## config.mk

```make
export PLATFORM = sky130hd
export DESIGN_NAME = lci_sum
export DESIGN_NICKNAME = d
export VERILOG_FILES = /design/src/rtl/lci_pkg.sv /design/src/rtl/lci_sum.sv
export SDC_FILE = /design/constraint.sdc
export NUM_CORES = 2
export LEC_CHECK = 0
export ABC_AREA = 1
export BUFFER_PORTS_ARGS = -buffer_cell sky130_fd_sc_hd__buf_2
export CAP_MARGIN = 20
export CORE_ASPECT_RATIO = 0.9
export CORE_MARGIN = 4
export CORE_UTILIZATION = 57
export CTS_CLUSTER_SIZE = 16
export DETAILED_ROUTE_END_ITERATION = 6
export GPL_TIMING_DRIVEN = 0
export HOLD_SLACK_MARGIN = 0.12
export PLACE_DENSITY_LB_ADDON = 0.05
export REMOVE_ABC_BUFFERS = 1
export SETUP_SLACK_MARGIN = 0.05
export SLEW_MARGIN = 20
export SYNTH_ARGS = -nofsm -noshare
export SYNTH_HDL_FRONTEND = slang
export SYNTH_SLANG_ARGS = --single-unit
```

## constraint.sdc

```tcl
create_clock -name clk -period 2 [get_ports clk]
set_input_delay 0.3 -clock clk [delete_from_list [all_inputs] [get_ports clk]]
set_output_delay 0.3 -clock clk [all_outputs]
set_load 0.01 [all_outputs]
```

## src/rtl/lci_pkg.sv

```systemverilog
// Shared types, constants and helper functions for the cubic Lagrange interpolator.
// Used by every module under rtl; depends on nothing else.
package lci_pkg;

  localparam int DATA_W  = 32;
  localparam int IDX_W   = 4;
  localparam int NUM_W   = 128;
  localparam int DEN_W   = 96;
  localparam int SUM_W   = 130;
  localparam int NODES   = 4;

  localparam logic [IDX_W-1:0] REG_X0 = 4'd0;
  localparam logic [IDX_W-1:0] REG_X1 = 4'd1;
  localparam logic [IDX_W-1:0] REG_X2 = 4'd2;
  localparam logic [IDX_W-1:0] REG_X3 = 4'd3;
  localparam logic [IDX_W-1:0] REG_F0 = 4'd4;
  localparam logic [IDX_W-1:0] REG_F1 = 4'd5;
  localparam logic [IDX_W-1:0] REG_F2 = 4'd6;
  localparam logic [IDX_W-1:0] REG_F3 = 4'd7;

  localparam logic [NODES-1:0][DATA_W-1:0] X_RESET = {32'd196608, 32'd131072, 32'd65536, 32'd0};

  typedef enum logic [1:0] {
    ST_OK  = 2'd0,
    ST_DUP = 2'd1,
    ST_SAT = 2'd2
  } status_t;

  // Denominators of the four basis weights, derived from the node abscissae.
  typedef struct packed {
    logic [NODES-1:0][DEN_W-1:0] den;
    logic [NODES-1:0]            den_neg;
    logic                        dup;
  } coef_t;

  // Sign in the top bit, magnitude of a - b below it.
  function automatic logic [DATA_W:0] lci_diff(input logic signed [DATA_W-1:0] a,
                                               input logic signed [DATA_W-1:0] b);
    logic signed [DATA_W:0] d;
    logic        [DATA_W:0] nd;
    d  = (DATA_W+1)'(a) - (DATA_W+1)'(b);
    nd = -d;
    return {d[DATA_W], d[DATA_W] ? nd[DATA_W-1:0] : d[DATA_W-1:0]};
  endfunction

  // The k-th node other than node i.
  function automatic logic [1:0] lci_other(input logic [1:0] i, input logic [1:0] k);
    return (k < i) ? k : k + 2'd1;
  endfunction

endpackage

```

## src/rtl/lci_sum.sv

```systemverilog
// Signs the four truncated terms, sums them over two adder stages and saturates.
// Duplicate nodes give zero. Four register stages; depends on lci_pkg.
module lci_sum (
  input  logic                                         clk,
  input  logic                                         rst,
  input  logic                                         in_valid,
  input  logic [lci_pkg::NODES-1:0][lci_pkg::NUM_W-1:0] quo,
  input  logic [lci_pkg::NODES-1:0]                    neg,
  input  logic                                         dup,
  output logic                                         out_valid,
  output logic [lci_pkg::DATA_W-1:0]                   value,
  output lci_pkg::status_t                             status
);
  import lci_pkg::*;

  logic [2:0]                   v;
  logic [NODES-1:0][SUM_W-1:0]  t;
  logic [SUM_W-1:0]             s01, s23, s;
  logic                         fits;

  always_ff @(posedge clk) begin
    if (rst) begin
      v         <= '0;
      out_valid <= 1'b0;
    end else begin
      v         <= {v[1:0], in_valid};
      out_valid <= v[2];
    end
  end

  assign fits = (&s[SUM_W-1:DATA_W-1]) | ~(|s[SUM_W-1:DATA_W-1]);

  always_ff @(posedge clk) begin
    for (int i = 0; i < NODES; i++) begin
      t[i] <= neg[i] ? SUM_W'(0) - {2'b0, quo[i]} : {2'b0, quo[i]};
    end
    s01 <= t[0] + t[1];
    s23 <= t[2] + t[3];
    s   <= s01 + s23;
    if (dup) begin
      value  <= '0;
      status <= ST_DUP;
    end else if (fits) begin
      value  <= s[DATA_W-1:0];
      status <= ST_OK;
    end else begin
      value  <= s[SUM_W-1] ? 32'h8000_0000 : 32'h7FFF_FFFF;
      status <= ST_SAT;
    end
  end

endmodule
```

==> impl_metrics.csv, run 1 <==
group,metric,value,unit
status,status,"stopped before the end",
status,lastStage,"global routing (5_1_grt)",
status,error,"[ERROR GRT-0116] Global routing finished with congestion. Check the congestion regions in the DRC Viewer.",
synth,synthFlopType,"dfxtp_1",
floorplan,dieWidth,397,µm
placement,place_hpwl,333000,µm
placement,dpl.cell_count,15900,
synth,yosysTopAreaCellShare,0.243,
clocking,cts.path.max_buffers,3,
synth,ys_ff_latch,944,
grt,grt-ovfl-total,10400,
synth,synth_cell_types,50,
synth,synth_area,77700,µm²
grt,grt_usage,0.887,
synth,synthCells,13600,
synth,seq_area_frac_synth,0.243,
clocking,cts_sinks,944,
grt,grt_pass1_wl,910000,µm
clocking,cts_made_buffers,93,
grt,grt_pass1_vias,120000,
grt,grt_start_max_net_pins,112,
synth,yosysTopAreaCell,"dfxtp_1",
floorplan,num_rows,128,
synth,yosys-top-cells-area,"dfxtp_1 24%, nand2_1 21%, inv_1 12%",
floorplan,die_y,358,µm
placement,io_buffers,554,
synth,yosys_warnings,0,
floorplan,start_util,0.574,
floorplan,ios,555,
placement,gp_congestion,1.31,
synth,synthArstFlopShare,0,
clocking,h-tree-depth,3,
synth,synth_edf_count,0,
synth,avgSynthCellArea,5.71,µm²
clocking,cts-root-buf,"clkbuf_16",
## cell usage after synthesis, types with 9 or more instances
cell,count
nand2_1,4442
inv_1,2463
nor2_1,1920
dfxtp_1,944
a21oi_1,657
xor2_1,622
nand3_1,576
o21ai_0,524
ha_1,391
nand4_1,371
nor3_1,189
o21ai_1,69
clkbuf_1,62
nor4_1,46
inv_2,45
xnor2_1,44
o21a_1,27
nor2_2,24
o21bai_1,21
buf_1,16
nand2_2,16
a21o_1,11
a31oi_1,11
nand3b_1,11
nor3_2,9
o31ai_1,9
## metal layers
metal	overflow	track usage
met1	4084	0.951
met2	3109	0.985
met3	2169	0.812
met4	766	0.678
met5	250	0.705
## repair_timing
item	CTS
endpoints found under the hold margin	531
endpoints found under the setup margin	503
hold buffers	554
setup buffers	312
cloned	0
resized for setup	2998
pin swaps	569
## kinds of logic after synthesis
kind of cell | synth area share
xor gates and xnor gates | 0.0750
buffers and inverters | 0.126
adders and majority gates | 0.0637
DFF | 0.243
AOI/OAI and AO/OA | 0.0919
and+or+nand+nor | 0.401
## metrics by stage
stage	setup WS, ps	area [µm²]	hold slack (ps)	util
after detailed placement	-1690	82700	398	0.611
after CTS	-318	106000	-93.5	0.783
after floorplan	-123	77400	328	-
after global placement	-3340	82500	397	0.609
==> inputs of run 2 (changes only) <==
- CORE_ASPECT_RATIO: 0.9 -> not set
- CORE_UTILIZATION: 57 -> 40
- CTS_CLUSTER_SIZE: 16 -> not set
- HOLD_SLACK_MARGIN: 0.12 -> not set
- PLACE_DENSITY_LB_ADDON: 0.05 -> 0.15
- SETUP_SLACK_MARGIN: 0.05 -> not set
- clock period: 2 -> 2.6 ns (I/O delays scaled with it)
==> run 2 against run 1 <==
Net effect: synthesized cell count did not move; synthesized area did not move; the flow now finishes, with violations (negative setup slack).
==> impl_metrics.csv, run 2 <==
group,metric,value,unit
setup_path,critical-path-top-delay-family,"simple AND/OR/NAND/NOR gates",
floorplan,num_rows,161,
power,power_switching,39.9,mW
sta,timing.slew.headroom,0.157,
synth,synthCells,13600,
setup_path,crit_path_start_kind,"input pin",
setup_path,r2r_end,"s23[44]",
setup_path,endpoint_kind,"flop",
layout,largest_reg_flops,516,
layout,stdcell_count,17200,
detailed_routing,routedWlPerCell,25.6,µm
sta,period_share,1.11,
setup_path,critPathKind,"in -> reg",
setup_path,r2r_cells,15,
floorplan,ios,555,
detailed_routing,first_iter_violations,10800,
sta,rsz0062_at_grt,"yes",
power,vdd_drop_max,0.591,mV
setup_path,worst-path-max-fanout,5,
layout,final_area,94700,µm²
grt,grt_start_max_net_pins,93,
synth,synthTopCellsByCount,"4,442 x nand2_1, 2,463 x inv_1, 1,920 x nor2_1",
hold_path,worst_hold_path.num_cells,4,
power,power.clock.fraction,0.188,
synth,yosys_warnings,0,
power,p_sw_frac,0.501,
setup_path,worstPathCellList,"buf_2, nor2_1, nand3_1, nor2_4, nand2_1, nor2_1, nand2_1, nor2_1, xor2_1, o21ai_1",
status,status,"finished with violations",
power,p_int,39.7,mW
hold_path,hold_path_class,"in -> reg",
clocking,h-tree-depth,3,
layout,layout_common_cells,"4,197 x nand2_1, 2,455 x inv_1, 1,740 x nor2_1",
hold_path,hold_start,"quo[185]",
sta,slew_viol_final,0,
detailed_routing,vias_per_cell,5.39,
synth,synth_area,77700,µm²
sta,setup_viol,35,
sta,fin_crit,2870,ps
synth,yosys-top-cells-area,"dfxtp_1 24%, nand2_1 21%, inv_1 12%",
grt,grt_usage,0.416,
power,pwr-share-seq,0.266,
setup_path,critPathMaxStageDelay,620,ps
run,cap_violations,0,
setup_path,r2r-start,"t[260]",
clocking,cts-root-buf,"clkbuf_16",
synth,seq_area_frac_synth,0.243,
setup_path,cp_slowest_cell,"nand3_1",
hold_path,hold_path_end,"t[187]",
floorplan,die_y,449,µm
power,p_leak,45.6,nW
setup_path,arrival,3470,ps
floorplan,start_util,0.403,
clocking,cts.path.max_buffers,3,
synth,synthArstFlopShare,0,
detailed_routing,routed-via-count,92800,
placement,place_hpwl,386000,µm
synth,synth_cell_types,50,
clocking,path_clk_slew,70,ps
layout,layout.nets,15500,
grt,grt-ovfl-total,0,
clocking,cts_sinks,944,
power,comb_power_share,0.546,
grt,grt_pass1_vias,86100,
placement,dpl.cell_count,16600,
setup_path,crit_buf_inv,1,
synth,avgSynthCellArea,5.71,µm²
placement,io_buffers,554,
sta,fmax,0.348,GHz
sta,worst_slew_pin_slew,1260,ps
layout,syn2layout_area_growth,21.8,%
power,p_per_area,841,nW/µm²
layout,drive_gt1_frac,0.125,
floorplan,die_area,201000,µm²
sta,finalClockSkew,65.7,ps
grt,grt_pass1_wl,605000,µm
synth,ys_ff_latch,944,
clocking,cts_made_buffers,98,
synth,yosysTopAreaCell,"dfxtp_1",
synth,synth.most_common_cell,"nand2_1",
detailed_routing,first_pass_iters,7,
floorplan,core,193000,µm²
setup_path,path_common_cell,"nor2_1",
synth,yosysTopAreaCellShare,0.243,
setup_path,cp.required,3190,ps
synth,synthFlopType,"dfxtp_1",
status,violations,"negative setup slack",
placement,gp_congestion,1.24,
floorplan,dieWidth,449,µm
setup_path,r2r_slack,-60,ps
detailed_routing,drc,0,
synth,synth_edf_count,0,
clocking,cts_tree,"done",
detailed_routing,drt-total-wl,440000,µm
sta,setup_ws,-274,ps
placement,dpl-instance-area,83600,µm²
sta,hold_viol,0,
clocking,clk_latency,760,ps
layout,final_common_cell,"nand2_1",
layout,num-fill-cells,21400,
layout,regMostFlops,"t",
grt,antenna_found_initial,56,
detailed_routing,postRouteAntennaNets,0,
## run 2: cell counts after synthesis
Identical to the previous run, type by type.
## run 2: layout make-up
class / count / area (µm²) / area share
Inverter: 2516 / 9450 / 0.0998
Clock inverter: 51 / 658 / 0.00695
Timing Repair Buffer: 930 / 6490 / 0.0685
Antenna cell: 35 / 87.6 / 0.000925
Clock buffer: 128 / 2770 / 0.0292
Multi-Input combinational cell: 10100 / 53100 / 0.561
Tap cell: 2526 / 3160 / 0.0334
Sequential cell: 944 / 19000 / 0.200
## run 2: cell families after synthesis
kind of cell / after synthesis / synth area share
compound gates: 1363 / 0.0919
xor+xnor: 666 / 0.0750
fa+ha+maj: 394 / 0.0637
buf+inv: 2598 / 0.126
flops: 944 / 0.243
simple gates: 7648 / 0.401
## run 2: worst min-delay path, cell delays in order
cell     delay, ps
buf_2          120
xor2_1          70
nand2_1         50
o21ai_0        100
## run 2: how the worst max path moves through the flow
stage	endpoint	startpoint	cells after the start	slack, ps
floorplan	s01[114]	t[0]	17	480
global route	s23[98]	t[260]	17	-60
global placement	t[105]	neg[0]	6	-3380
finish	t[252]	quo[168]	10	-270
detailed placement	t[256]	quo[128]	12	-2170
CTS	t[250]	quo[148]	10	1
## run 2: repair_timing
item | in CTS | in global routing
resized for setup | 480 | 655
setup buffers | 18 | 49
endpoints found under the setup margin | 334 | 319
endpoints found under the hold margin | 301 | 2
pin swaps | 15 | 45
hold buffers | 299 | 2
## run 2: through the flow
stage | total power, mW | hold WS [ps] | setup WS (ps) | util | setup TNS (ps)
floorplan | 42.2 | 388 | 477 | - | 0
global placement | 59.2 | 391 | -3380 | 0.432 | -652480
detailed placement | 59.2 | 395 | -2170 | 0.433 | -220640
CTS | 75.8 | 0.0189 | 1.23 | 0.476 | 0
global route | 83.4 | 7.58 | -57.6 | 0.490 | -379
finish | 79.6 | 25.6 | -274 | 0.491 | -2800
## run 2: power by group through the flow
stage | Clock, mW | Combinational (mW) | Sequential (mW)
6_report | 15.0 | 43.5 | 21.2
5_1_grt | 15.7 | 46.4 | 21.4
4_1_cts | 15.1 | 39.9 | 20.9
3_5_place_dp | 0 | 38.1 | 21.1
3_3_place_gp | 0 | 38.1 | 21.0
2_1_floorplan | 0 | 22.7 | 19.5
## run 2: layer usage
layer | track usage | part of all wire | up-vias
met5 | 0.00260 | 0.0010 | -
met4 | 0.168 | 0.049 | 38
met3 | 0.109 | 0.11 | 809
met2 | 0.617 | 0.41 | 4798
met1 | 0.570 | 0.43 | 43100
li1 | - | - | 44100
Power figures use the tool's default switching activity.
